`config.mk`:
```
export PLATFORM = sky130hd
export DESIGN_NAME = ppm_frame_decoder_top
export DESIGN_NICKNAME = d
export VERILOG_FILES = /design/src/rtl/ppmfd_pkg.sv /design/src/rtl/ppmfd_csr.sv /design/src/rtl/ppmfd_in_stage.sv /design/src/rtl/ppmfd_decode.sv /design/src/rtl/ppmfd_out_stage.sv /design/src/rtl/ppm_frame_decoder_top.sv
export SDC_FILE = /design/constraint.sdc
export NUM_CORES = 1
export LEC_CHECK = 0
export BUFFER_PORTS_ARGS = -buffer_cell sky130_fd_sc_hd__buf_2
export CORE_ASPECT_RATIO = 1.1
export CORE_MARGIN = 2
export CORE_UTILIZATION = 50
export CTS_CLUSTER_SIZE = 14
export DETAILED_ROUTE_END_ITERATION = 6
export MAX_ROUTING_LAYER = met4
export PLACE_DENSITY = 0.69
export SLEW_MARGIN = 30
export SYNTH_ARGS = -nofsm -noshare
export SYNTH_HDL_FRONTEND = slang
export SYNTH_HIERARCHICAL = 1
export SYNTH_SLANG_ARGS = --single-unit
```
`constraint.sdc`:
```
create_clock -name clock -period 13.7 [get_ports clock]
set_clock_uncertainty 0.15 [all_clocks]
set_input_delay 2.055 -clock clock [delete_from_list [all_inputs] [get_ports clock]]
set_output_delay 2.055 -clock clock [all_outputs]
set_load 0.02 [all_outputs]
```
`src/rtl/ppmfd_pkg.sv`:
```
// Shared types, register indexes and helpers for the PPM frame decoder.
// No dependencies; imported by every module of the decoder.
`default_nettype none

package ppmfd_pkg;

   // Configuration register indexes
   localparam int CsrAddrWidth = 2;
   localparam logic [CsrAddrWidth-1:0] CSR_NEGATIVE_PPM      = 2'd0;
   localparam logic [CsrAddrWidth-1:0] CSR_ALT_CHANNEL_ORDER = 2'd1;
   localparam logic [CsrAddrWidth-1:0] CSR_DOUBLE_RATE       = 2'd2;
   localparam logic [CsrAddrWidth-1:0] CSR_NEUTRAL_OFFSET    = 2'd3;

   localparam int CsrDataWidth = 8;
   localparam logic [7:0] NEUTRAL_RESET = 8'd128;

   // Item kinds carried in req_tuser
   localparam logic MODE_EDGE    = 1'b0;
   localparam logic MODE_TIMEOUT = 1'b1;

   localparam int ReqDataWidth = 24;
   localparam int RspDataWidth = 64;
   localparam int NumWidths    = 5;
   localparam int NumHeld      = 7;

   typedef struct packed {
      logic       negative_ppm;
      logic       alt_channel_order;
      logic       double_rate;
      logic [7:0] neutral_offset;
   } cfg_type;

   typedef struct packed {
      logic        mode;
      logic        edge_rising;
      logic [15:0] capture_time;
   } item_type;

   typedef struct packed {
      logic [7:0] throttle;
      logic [7:0] roll;
      logic [7:0] pitch;
      logic [7:0] yaw;
      logic [7:0] aux_five;
      logic [7:0] aux_six;
      logic [7:0] aux_seven;
      logic       frame_ready;
      logic       no_signal;
      logic       long_timeout;
      logic       timer_restart;
   } result_type;

   // Stick channel: subtract neutral mod 256, optional arithmetic halving
   function automatic logic [7:0] stick(input logic [7:0] w, input logic [7:0] neutral,
                                        input logic halve);
      logic [7:0] r;
      r = w - neutral;
      if (halve) begin
         r = {r[7], r[7:1]};
      end
      return r;
   endfunction

   // Halved width must lie in 256..511, i.e. raw bits 15:9 equal one
   function automatic logic width_in_range(input logic [15:0] w);
      return (w[15:9] == 7'd1);
   endfunction

endpackage

`default_nettype wire

```
`src/rtl/ppmfd_csr.sv`:
```
// Configuration registers of the PPM frame decoder.
// Depends on ppmfd_pkg.
`default_nettype none

module ppmfd_csr (
   input  wire                               clock,
   input  wire                               reset,
   input  wire                               csr_we,
   input  wire [ppmfd_pkg::CsrAddrWidth-1:0] csr_addr,
   input  wire [ppmfd_pkg::CsrDataWidth-1:0] csr_wdata,
   output ppmfd_pkg::cfg_type                cfg
);
   import ppmfd_pkg::*;

   cfg_type cfg_ff;
   cfg_type cfg_in;

   // Register write decode
   always_comb begin
      cfg_in = cfg_ff;
      if (csr_we) begin
         unique case (csr_addr)
            CSR_NEGATIVE_PPM:      cfg_in.negative_ppm      = csr_wdata[0];
            CSR_ALT_CHANNEL_ORDER: cfg_in.alt_channel_order = csr_wdata[0];
            CSR_DOUBLE_RATE:       cfg_in.double_rate       = csr_wdata[0];
            CSR_NEUTRAL_OFFSET:    cfg_in.neutral_offset    = csr_wdata[7:0];
            default:               cfg_in = cfg_ff;
         endcase
      end
   end

   always_ff @(posedge clock) begin
      if (reset) begin
         cfg_ff.negative_ppm      <= 1'b0;
         cfg_ff.alt_channel_order <= 1'b0;
         cfg_ff.double_rate       <= 1'b0;
         cfg_ff.neutral_offset    <= NEUTRAL_RESET;
      end else begin
         cfg_ff <= cfg_in;
      end
   end

   assign cfg = cfg_ff;

endmodule

`default_nettype wire

```
`src/rtl/ppmfd_in_stage.sv`:
```
// Request input register of the PPM frame decoder.
// Depends on ppmfd_pkg.
`default_nettype none

module ppmfd_in_stage (
   input  wire                               clock,
   input  wire                               reset,
   input  wire                               req_tvalid,
   output logic                              req_tready,
   input  wire                               req_tuser,
   input  wire [ppmfd_pkg::ReqDataWidth-1:0] req_tdata,
   input  wire                               advance,
   output logic                              item_valid,
   output ppmfd_pkg::item_type               item
);
   import ppmfd_pkg::*;

   logic     valid_ff;
   logic     valid_in;
   item_type item_ff;
   logic     take;

   // Empty or moving on this cycle: room for the next request
   assign req_tready = !valid_ff || advance;
   assign take       = req_tvalid && req_tready;

   always_comb begin
      valid_in = valid_ff;
      if (take) begin
         valid_in = 1'b1;
      end else if (advance) begin
         valid_in = 1'b0;
      end
   end

   always_ff @(posedge clock) begin
      if (reset) begin
         valid_ff <= 1'b0;
      end else begin
         valid_ff <= valid_in;
      end
   end

   // Payload, no reset
   always_ff @(posedge clock) begin
      if (take) begin
         item_ff.mode         <= req_tuser;
         item_ff.edge_rising  <= req_tdata[0];
         item_ff.capture_time <= req_tdata[16:1];
      end
   end

   assign item_valid = valid_ff;
   assign item       = item_ff;

endmodule

`default_nettype wire

```
`src/rtl/ppmfd_decode.sv`:
```
// Frame decode state and its combinational update for one request.
// Depends on ppmfd_pkg.
`default_nettype none

module ppmfd_decode (
   input  wire                        clock,
   input  wire                        reset,
   input  wire                        fire,
   input  wire ppmfd_pkg::item_type   item,
   input  wire ppmfd_pkg::cfg_type    cfg,
   output ppmfd_pkg::result_type      result
);
   import ppmfd_pkg::*;

   logic [2:0]  idx_ff, idx_in;
   logic        second_ff, second_in;
   logic        tout_ff, tout_in;
   logic        long_ff, long_in;
   logic        lost_ff, lost_in;
   logic [7:0]  held_ff [NumHeld];
   logic [7:0]  held_in [NumHeld];
   logic [15:0] ws_ff [NumWidths];
   logic [15:0] ws_in [NumWidths];

   logic        edge_taken;
   logic        lead;
   logic        seq_ok;
   logic        ok;
   logic        frame;
   logic [15:0] t;
   logic [15:0] sub_src;
   logic [15:0] diff;
   logic        range_ok;
   logic [7:0]  h [NumWidths];

   assign t    = item.capture_time;
   assign lead = !second_ff;

   // Edge of the expected polarity
   assign edge_taken = (item.mode == MODE_EDGE) &&
                       (item.edge_rising == (cfg.negative_ppm ^ second_ff));

   // Leading edges belong at even counts, second edges at odd counts
   assign seq_ok = (lead == !idx_ff[0]);

   // One shared subtractor: timestamp minus the stored start of the open width
   always_comb begin
      unique case (idx_ff)
         3'd1:    sub_src = ws_ff[0];
         3'd2:    sub_src = ws_ff[1];
         3'd3:    sub_src = ws_ff[2];
         3'd4:    sub_src = ws_ff[3];
         3'd5:    sub_src = ws_ff[4];
         3'd6:    sub_src = ws_ff[0];
         3'd7:    sub_src = ws_ff[1];
         default: sub_src = ws_ff[0];
      endcase
   end
   assign diff = t - sub_src;

   // Five-width frame check and halved low bytes
   assign range_ok = width_in_range(ws_ff[0]) && width_in_range(ws_ff[1]) &&
                     width_in_range(ws_ff[2]) && width_in_range(ws_ff[3]) &&
                     width_in_range(diff);
   assign h[0] = ws_ff[0][8:1];
   assign h[1] = ws_ff[1][8:1];
   assign h[2] = ws_ff[2][8:1];
   assign h[3] = ws_ff[3][8:1];
   assign h[4] = diff[8:1];

   assign ok    = seq_ok && !((idx_ff == 3'd5) && !range_ok);
   assign frame = edge_taken && seq_ok && (idx_ff == 3'd5) && range_ok;

   // Next state
   always_comb begin
      idx_in    = idx_ff;
      second_in = second_ff;
      tout_in   = tout_ff;
      long_in   = long_ff;
      lost_in   = lost_ff;
      held_in   = held_ff;
      ws_in     = ws_ff;

      if (item.mode == MODE_TIMEOUT) begin
         if (tout_ff) begin
            // Second timeout: signal lost
            long_in   = 1'b0;
            lost_in   = 1'b1;
            idx_in    = 3'd0;
            second_in = 1'b0;
         end else begin
            tout_in = 1'b1;
            long_in = 1'b1;
            idx_in  = 3'd0;
         end
      end else if (edge_taken) begin
         second_in = !second_ff;
         long_in   = 1'b0;
         tout_in   = 1'b0;
         if (seq_ok) begin
            unique case (idx_ff)
               3'd0: ws_in[0] = t;
               3'd1: begin
                  ws_in[1] = t;
                  ws_in[0] = diff;
               end
               3'd2: begin
                  ws_in[2] = t;
                  ws_in[1] = diff;
               end
               3'd3: begin
                  ws_in[3] = t;
                  ws_in[2] = diff;
               end
               3'd4: begin
                  ws_in[4] = t;
                  ws_in[3] = diff;
               end
               3'd5: begin
                  if (range_ok) begin
                     ws_in[0] = t;
                     if (cfg.alt_channel_order) begin
                        held_in[0] = h[2];
                        held_in[1] = stick(h[0], cfg.neutral_offset, cfg.double_rate);
                        held_in[2] = stick(h[1], cfg.neutral_offset, cfg.double_rate);
                     end else begin
                        held_in[0] = h[0];
                        held_in[1] = stick(h[1], cfg.neutral_offset, cfg.double_rate);
                        held_in[2] = stick(h[2], cfg.neutral_offset, cfg.double_rate);
                     end
                     held_in[3] = stick(h[3], cfg.neutral_offset, 1'b0);
                     held_in[4] = h[4];
                     lost_in    = 1'b0;
                  end
               end
               3'd6: begin
                  ws_in[1]   = t;
                  ws_in[0]   = diff;
                  held_in[5] = diff[8:1];
               end
               3'd7: begin
                  ws_in[1]   = diff;
                  held_in[6] = diff[8:1];
               end
               default: ws_in = ws_ff;
            endcase
         end
         if (ok) begin
            idx_in = idx_ff + 3'd1;
         end else begin
            lost_in   = 1'b1;
            idx_in    = 3'd0;
            second_in = 1'b0;
         end
      end
   end

   // Control state
   always_ff @(posedge clock) begin
      if (reset) begin
         idx_ff    <= 3'd0;
         second_ff <= 1'b0;
         tout_ff   <= 1'b0;
         long_ff   <= 1'b0;
         lost_ff   <= 1'b1;
         for (int i = 0; i < NumHeld; i++) begin
            held_ff[i] <= 8'd0;
         end
      end else if (fire) begin
         idx_ff    <= idx_in;
         second_ff <= second_in;
         tout_ff   <= tout_in;
         long_ff   <= long_in;
         lost_ff   <= lost_in;
         held_ff   <= held_in;
      end
   end

   // Timestamp and width store, written before every read
   always_ff @(posedge clock) begin
      if (fire) begin
         ws_ff <= ws_in;
      end
   end

   // Result shows the state after this request
   always_comb begin
      result.throttle      = held_in[0];
      result.roll          = held_in[1];
      result.pitch         = held_in[2];
      result.yaw           = held_in[3];
      result.aux_five      = held_in[4];
      result.aux_six       = held_in[5];
      result.aux_seven     = held_in[6];
      result.frame_ready   = frame;
      result.no_signal     = lost_in;
      result.long_timeout  = long_in;
      result.timer_restart = edge_taken;
   end

endmodule

`default_nettype wire

```
`src/rtl/ppmfd_out_stage.sv`:
```
// Result output register of the PPM frame decoder.
// Depends on ppmfd_pkg.
`default_nettype none

module ppmfd_out_stage (
   input  wire                               clock,
   input  wire                               reset,
   input  wire                               load,
   input  wire ppmfd_pkg::result_type        result,
   output logic                              advance,
   output logic                              rsp_tvalid,
   input  wire                               rsp_tready,
   output logic [ppmfd_pkg::RspDataWidth-1:0] rsp_tdata
);
   import ppmfd_pkg::*;

   logic       valid_ff, valid_in;
   result_type res_ff;

   // Register free or being drained this cycle
   assign advance = !valid_ff || rsp_tready;

   always_comb begin
      valid_in = valid_ff;
      if (load) begin
         valid_in = 1'b1;
      end else if (rsp_tready) begin
         valid_in = 1'b0;
      end
   end

   always_ff @(posedge clock) begin
      if (reset) begin
         valid_ff <= 1'b0;
      end else begin
         valid_ff <= valid_in;
      end
   end

   always_ff @(posedge clock) begin
      if (load) begin
         res_ff <= result;
      end
   end

   assign rsp_tvalid = valid_ff;

   // Pack from the lowest bit up
   assign rsp_tdata = {4'd0,
                       res_ff.timer_restart, res_ff.long_timeout,
                       res_ff.no_signal, res_ff.frame_ready,
                       res_ff.aux_seven, res_ff.aux_six, res_ff.aux_five,
                       res_ff.yaw, res_ff.pitch, res_ff.roll, res_ff.throttle};

endmodule

`default_nettype wire

```
`src/rtl/ppm_frame_decoder_top.sv`:
```
// Top level of the PPM frame decoder: CSRs, request register, decode, result register.
// Depends on ppmfd_pkg, ppmfd_csr, ppmfd_in_stage, ppmfd_decode, ppmfd_out_stage.
`default_nettype none

// Decodes a pulse-position RC train from edge timestamps and timeout events. Each request
// is either a captured edge (req_tuser = 0) or a timeout expiry (req_tuser = 1) and gives
// exactly one result. The block takes one request per clock unless the result side stalls
// it; an accepted request is held in the request register, then the whole decode (one
// 16-bit subtract, the five range checks and the channel mapping) lands in the result
// register. Backpressure on rsp_tready stalls the request side only once both registers
// hold data. Configuration writes belong in idle periods; the registers reset to positive
// polarity, normal channel order, full rate and a neutral offset of 128.
module ppm_frame_decoder_top (
   input  wire                               clock,
   input  wire                               reset,
   // Request channel
   input  wire                               req_tvalid,
   output logic                              req_tready,
   input  wire                               req_tuser,  // [0] mode
   input  wire [ppmfd_pkg::ReqDataWidth-1:0] req_tdata,  // [0] edge_rising, [16:1] capture_time
   // Result channel
   output logic                              rsp_tvalid,
   input  wire                               rsp_tready,
   // [7:0] throttle, [15:8] roll, [23:16] pitch, [31:24] yaw, [39:32] aux_five,
   // [47:40] aux_six, [55:48] aux_seven, [56] frame_ready, [57] no_signal,
   // [58] long_timeout, [59] timer_restart
   output logic [ppmfd_pkg::RspDataWidth-1:0] rsp_tdata,
   // Configuration port
   input  wire                               csr_we,
   input  wire [ppmfd_pkg::CsrAddrWidth-1:0] csr_addr,
   input  wire [ppmfd_pkg::CsrDataWidth-1:0] csr_wdata
);
   import ppmfd_pkg::*;

   cfg_type    cfg;
   item_type   item;
   result_type result;
   logic       item_valid;
   logic       advance;
   logic       fire;

   assign fire = item_valid && advance;

   ppmfd_csr u_csr (
      .clock     (clock),
      .reset     (reset),
      .csr_we    (csr_we),
      .csr_addr  (csr_addr),
      .csr_wdata (csr_wdata),
      .cfg       (cfg)
   );

   ppmfd_in_stage u_in_stage (
      .clock      (clock),
      .reset      (reset),
      .req_tvalid (req_tvalid),
      .req_tready (req_tready),
      .req_tuser  (req_tuser),
      .req_tdata  (req_tdata),
      .advance    (advance),
      .item_valid (item_valid),
      .item       (item)
   );

   ppmfd_decode u_decode (
      .clock  (clock),
      .reset  (reset),
      .fire   (fire),
      .item   (item),
      .cfg    (cfg),
      .result (result)
   );

   ppmfd_out_stage u_out_stage (
      .clock      (clock),
      .reset      (reset),
      .load       (fire),
      .result     (result),
      .advance    (advance),
      .rsp_tvalid (rsp_tvalid),
      .rsp_tready (rsp_tready),
      .rsp_tdata  (rsp_tdata)
   );

endmodule

`default_nettype wire

```
==> results_dict.tcl, run 1 <==
set metrics [dict create \
    initial_core_util_pct 51.05 \
    h-tree-depth 1 \
    rsz0062_at_grt "false" \
    cts-root-buf "clkbuf_16" \
    die_area_sq_mm 0.02718 \
    grt_pass1_vias 9256 \
    yosysTopAreaCell "edfxtp_1" \
    grt_max_degree 61 \
    areaGrowthSynthToFinish_pct 11.68 \
    setup_tns_ns 0 \
    status "completed" \
    async_flop_share_pct 0 \
    vias_per_cell 5.908 \
    period_share_pct 47.07 \
    irDropWorstVdd_mv 0.1053 \
    worst_ep_arrival_time_ns 6.58 \
    drt-total-wl_um 33320 \
    core_region_area_sq_mm 0.02534 \
    synth_cell_type_count 76 \
    crit_fanout 41 \
    vias 9653 \
    end_kind "register" \
    hold_path_class "register to register" \
    drt_first_pass_iters 6 \
    powerDensity_mw_per_mm2 112.4 \
    post_cts.repair.setup_buffers 0 \
    dieWidth_um 157.4 \
    yosys.cell_count.top_type "edfxtp_1" \
    fillers 2218 \
    fin_crit_ns 6.449 \
    cts_resized 0 \
    tightest_slew_ns 0.9237 \
    synth_area_leaders "edfxtp_1, dfxtp_1, ha_1, mux2_4, a21oi_1" \
    ant_nets 0 \
    ys.flop_type "edfxtp_1" \
    slew_headroom_pct 37.98 \
    max-cap-violations 0 \
    drive_gt1_share_pct 18.25 \
    place_hpwl_um 23230 \
    ios 106 \
    floorplan.die.height_um 172.7 \
    cts_tree "built" \
    worstSetupPathType "register to register" \
    clkTransAtPathRegs_ns 0.06 \
    clockBufferDepth 3 \
    antennaDiodeCount 0 \
    cts_sinks 234 \
    synthCells 1206 \
    register_area_sq_mm 0.006267 \
    drv_slew 0 \
    synth-edff-count 158 \
    final_hold_viol_count 0 \
    wl_per_cell_um 20.39 \
    grtUsageTotal_pct 25.03 \
    syn_area_per_cell_sq_um 10.73 \
    crit_required_ns 13.83 \
    power_w 0.001624 \
    ctsHoldBuffers 0 \
    setup_violations 0 \
    grt_pass1_wl_um 51500 \
    grt_overflow 0 \
    synth-seq-cells 234 \
    syn_area_sq_mm 0.01294 \
    place_congestion 0.9520 \
    cts_buffers 26 \
    nets 1363 \
    clk_latency_ns 0.53 \
    io_buffers 94 \
    synth_warnings 6 \
    fmax_mhz 155.1 \
    yosys.area.top_type_share_pct 36.68 \
    critPathLaunchType "register" \
    ys_seq_area_share_pct 48.44 \
    drcViolationCount 0 \
    p_leak_nw 5.124 \
    synthTopCellsByCount "edfxtp_1, a21oi_1, nand2_1" \
    dr.first_iter.drc_count 807 \
    multi_input_area_sq_mm 0.006113 \
    rows 61 \
    antenna_found_initial 0 \
]
==> cells in the final DEF, fill, tap and decap left out, drive strengths merged, types with 28 or more instances in the layout <==
| cell type | synthesis | final |
|---|---|---|
| a21oi | 92 | 92 |
| buf | 36 | 115 |
| clkbuf | 47 | 40 |
| dfxtp | 76 | 76 |
| edfxtp | 158 | 158 |
| ha | 49 | 49 |
| inv | 49 | 49 |
| mux2 | 57 | 57 |
| mux2i | 42 | 42 |
| nand2 | 87 | 87 |
| nand2b | 36 | 36 |
| nand4 | 42 | 42 |
| nor2 | 84 | 84 |
| o21ai | 79 | 79 |
| o31ai | 46 | 46 |
| xnor2 | 28 | 28 |
==> cells by family (layout without fill, tap and decap cells) <==
kind of cell             count (synthesis)  in the layout  share of synthesized area [%]
AND/OR/NAND/NOR                        344            344                          13.55
AO/OA/AOI/OAI                          301            301                          14.99
other                                    1              4                        0.02899
XOR/XNOR                                36             36                          2.437
adder cells (fa/ha/maj)                 54             54                          5.513
flip-flops                             234            234                          48.44
multiplexers                           104            104                          10.04
buffers and inverters                  132            211                          5.001
==> final cells by class <==
class,instances,share of cell area (%)
multi-input cells,843,42.31
clock inverters,7,0.3897
clock buffers,40,5.222
well taps,346,2.996
inverters,49,1.273
repair buffers,115,4.425
flip-flops and latches,234,43.38
==> per-layer routing <==
| metal | part of all wire, % | up-vias | GRT usage (%) |
|---|---|---|---|
| met5 | 0 | - | - |
| met4 | 4.1 | 0 | 9.773 |
| met3 | 5.2 | 61 | 3.158 |
| met2 | 50 | 312 | 42.23 |
| met1 | 41 | 4649 | 30.44 |
| li1 | - | 4631 | - |
==> critical path, cell delays in order (launching register included) <==
cell and delay [ns]:
dfxtp_1 0.81, and2_1 0.57, buf_4 0.29, a222oi_1 0.13
a31oi_1 0.21, ha_1 0.18, inv_1 0.06, fa_1 0.48
a211oi_2 0.32, o211ai_1 0.18, a41oi_2 0.36, o21ai_1 0.15
xnor2_1 0.74, and2_1 0.36, and3_4 0.75, mux2_2 0.41
==> flip-flops by register name, summed over array words and instances (netlist names), 3 cells and up <==
register               count
u_csr/cfg                 11
u_in_stage/item           18
u_decode/h                32
u_decode/held_ff          56
u_decode/idx_ff            3
u_decode/ws_ff            48
u_out_stage/rsp_tdata     60
==> power breakdown <==
part	leakage [nW]	switching (W)	internal, W
logic	2.67	0.000120	0.0000572
clock network	0.397	0.000272	0.000395
registers	2.06	0.0000113	0.000769
==> metrics by stage <==
step	cell area, sq um	setup WS (ns)	hold slack [ns]	util, %	instances
after floorplan	12950	7.788	0.2918	-	1209
after global routing	14450	6.887	0.3419	57.02	1634
final	14450	7.251	0.3168	57.02	1634
after global placement	13580	7.538	0.2980	53.59	1585
after CTS	14420	7.362	0.3166	56.91	1633
after detailed placement	13610	7.393	0.3099	53.71	1586
==> final timing paths <==
| kind | slack (ns) | startpoint | depth (start not counted) | endpoint |
|---|---|---|---|---|
| worst max-delay path | 7.25 | u_decode/idx_ff[2] | 15 | u_out_stage/rsp_tdata[35] |
| worst min-delay path | 0.32 | u_decode/held_ff[28] | 2 | u_decode/held_ff[28] |
| worst max register to register | 7.25 | u_decode/idx_ff[2] | 15 | u_out_stage/rsp_tdata[35] |
| worst min register to register | 0.32 | u_decode/held_ff[28] | 2 | u_decode/held_ff[28] |
(Power assumes the default switching activity.)
==> inputs of run 2 (changes only) <==
PLACE_DENSITY = 0.71   (was 0.69)
clock period = 5.25 ns   (was 13.7 ns; I/O delays follow)
==> results_dict.tcl, run 2 (synthesis results as in run 1) <==
set metrics [dict create \
    fin_crit_ns 5.005 \
    antennaDiodeCount 0 \
    die_area_sq_mm 0.02718 \
    intPower_w 0.003269 \
    swShare_pct 24.99 \
    ctsHoldBuffers 0 \
    final_cell_mix "edfxtp_1, buf_2, a21oi_1" \
    cts_buffers 26 \
    worstSetupPathType "register to register" \
    ant_nets 0 \
    fillers 2137 \
    cts_sinks 234 \
    status "completed" \
    cts-root-buf "clkbuf_16" \
    p_leak_nw 5.417 \
    slew_headroom_pct 35.08 \
    crit_fanout 7 \
    vias 9847 \
    grtUsageTotal_pct 25.30 \
    pwr-share-comb_pct 11.3 \
    critPathLaunchType "register" \
    clk_latency_ns 0.54 \
    drive_gt1_share_pct 22.41 \
    p_seq_share_pct 46.7 \
    power_frac_clock_pct 42.0 \
    final_common_cell "edfxtp_1" \
    grt_overflow 0 \
    powerDensity_mw_per_mm2 291.0 \
    areaGrowthSynthToFinish_pct 15.76 \
    min-delay-start "req_tdata[10]" \
    fmax_mhz 199.8 \
    end_kind "register" \
    rsz0062_at_grt "false" \
    drcViolationCount 0 \
    largest_register_ffs 60 \
    initial_core_util_pct 51.05 \
    irDropWorstVdd_mv 0.2705 \
    drt-total-wl_um 33840 \
    final_hold_viol_count 0 \
    cts_tree "built" \
    place_congestion 0.9543 \
    antenna_found_initial 0 \
    vias_per_cell 5.861 \
    drv_slew 0 \
    dp.cells 1626 \
    setup_violations 0 \
    h-tree-depth 1 \
    timing.final.ws_setup_ns 0.2446 \
    clkTransAtPathRegs_ns 0.06 \
    place_hpwl_um 24140 \
    grt_max_degree 81 \
    hold_path_class "input port to register" \
    period_share_pct 95.34 \
    nets 1408 \
    dieWidth_um 157.4 \
    preCtsSetupSlack_ns -0.02077 \
    core_region_area_sq_mm 0.02534 \
    reg2reg_from "u_decode/idx_ff[1]" \
    grt_pass1_vias 9718 \
    ios 106 \
    p_switching_w 0.001089 \
    tightest_slew_ns 0.9616 \
    clockBufferDepth 3 \
    wl_per_cell_um 20.14 \
    grt_pass1_wl_um 52370 \
    worst_ep_arrival_time_ns 5.13 \
    dr.first_iter.drc_count 728 \
    crit_required_ns 5.38 \
    rows 61 \
    io_buffers 94 \
    max-cap-violations 0 \
    floorplan.die.height_um 172.7 \
    fin_cells 1680 \
    startpoint "u_decode/idx_ff[1]" \
    drt_first_pass_iters 7 \
]
-- run 2: cell count changes in the layout (fill, tap and decap cells not counted), sizes merged --
cell / delta
clkinvlp: +1
buf: +45
clkinv: +2
inv: +2
clkbuf: -4
-- run 2: final cells by class --
type / instances / area [sq um] / share of cell area, %
Tap cell: 346 / 432.9 / 2.891
Timing Repair Buffer: 160 / 1060 / 7.077
Sequential cell: 234 / 6269 / 41.86
Clock inverter: 12 / 92.59 / 0.6183
Inverter: 49 / 183.9 / 1.228
Clock buffer: 36 / 782.0 / 5.222
Multi-Input combinational cell: 843 / 6155 / 41.10
-- run 2: timing repair --
action	in CTS	in global routing
setup endpoints to repair	25	72
pin swaps	0	4
setup buffers	0	6
resized for setup	2	14
-- run 2: power by group through the flow --
stage | registers, W | clock network (W) | logic, W
after floorplan | 0.00209 | 0 | 0.000285
after global placement | 0.00207 | 0 | 0.000471
after detailed placement | 0.00208 | 0 | 0.000478
after CTS | 0.00204 | 0.00186 | 0.000481
after global routing | 0.00204 | 0.00193 | 0.000530
final | 0.00204 | 0.00183 | 0.000491
-- run 2: path summary, 6_finish.rpt --
check,slack [ns],cells after the start,to
max,0.24,18,u_out_stage/rsp_tdata[35]
min,0.28,1,u_in_stage/item[9]
max reg2reg,0.24,18,u_out_stage/rsp_tdata[35]
min reg2reg,0.32,2,u_decode/held_ff[55]
-- run 2: through the flow --
step           area [sq um]  total power, W  util [%]  setup TNS, ns  hold WS, ns
6_report              14970        0.004358     59.10              0       0.2773
5_1_grt               14970        0.004504     59.10              0       0.2538
4_1_cts               14860        0.004377     58.66              0       0.2572
3_5_place_dp          13980        0.002554     55.17       -0.04135       0.3095
3_3_place_gp          13950        0.002546     55.05              0       0.2999
2_1_floorplan         12960        0.002378         -              0       0.2918
-- run 2: worst max-delay path, stage by stage, from the launching register on --
cell and delay [ns]:
dfxtp_1 0.37, inv_1 0.11, ha_2 0.24, and2_2 0.28
buf_4 0.19, a222oi_1 0.34, nor2_1 0.09, a221oi_2 0.26
ha_1 0.37, buf_4 0.17, and3_1 0.18, a311o_1 0.30
and3_1 0.22, nor4_4 0.35, o2111a_2 0.27, and3_4 0.21
buf_4 0.19, buf_4 0.13, mux2_2 0.32
-- run 2: layer usage --
metal	share of wire, %	wire length [um]	track usage (%)	vias up
li1	-	-	-	4720
met1	39	13260	30.09	4689
met2	50	16910	42.87	336
met3	6.1	2062	3.058	102
met5	0	0	-	-
met4	4.7	1606	11.29	0
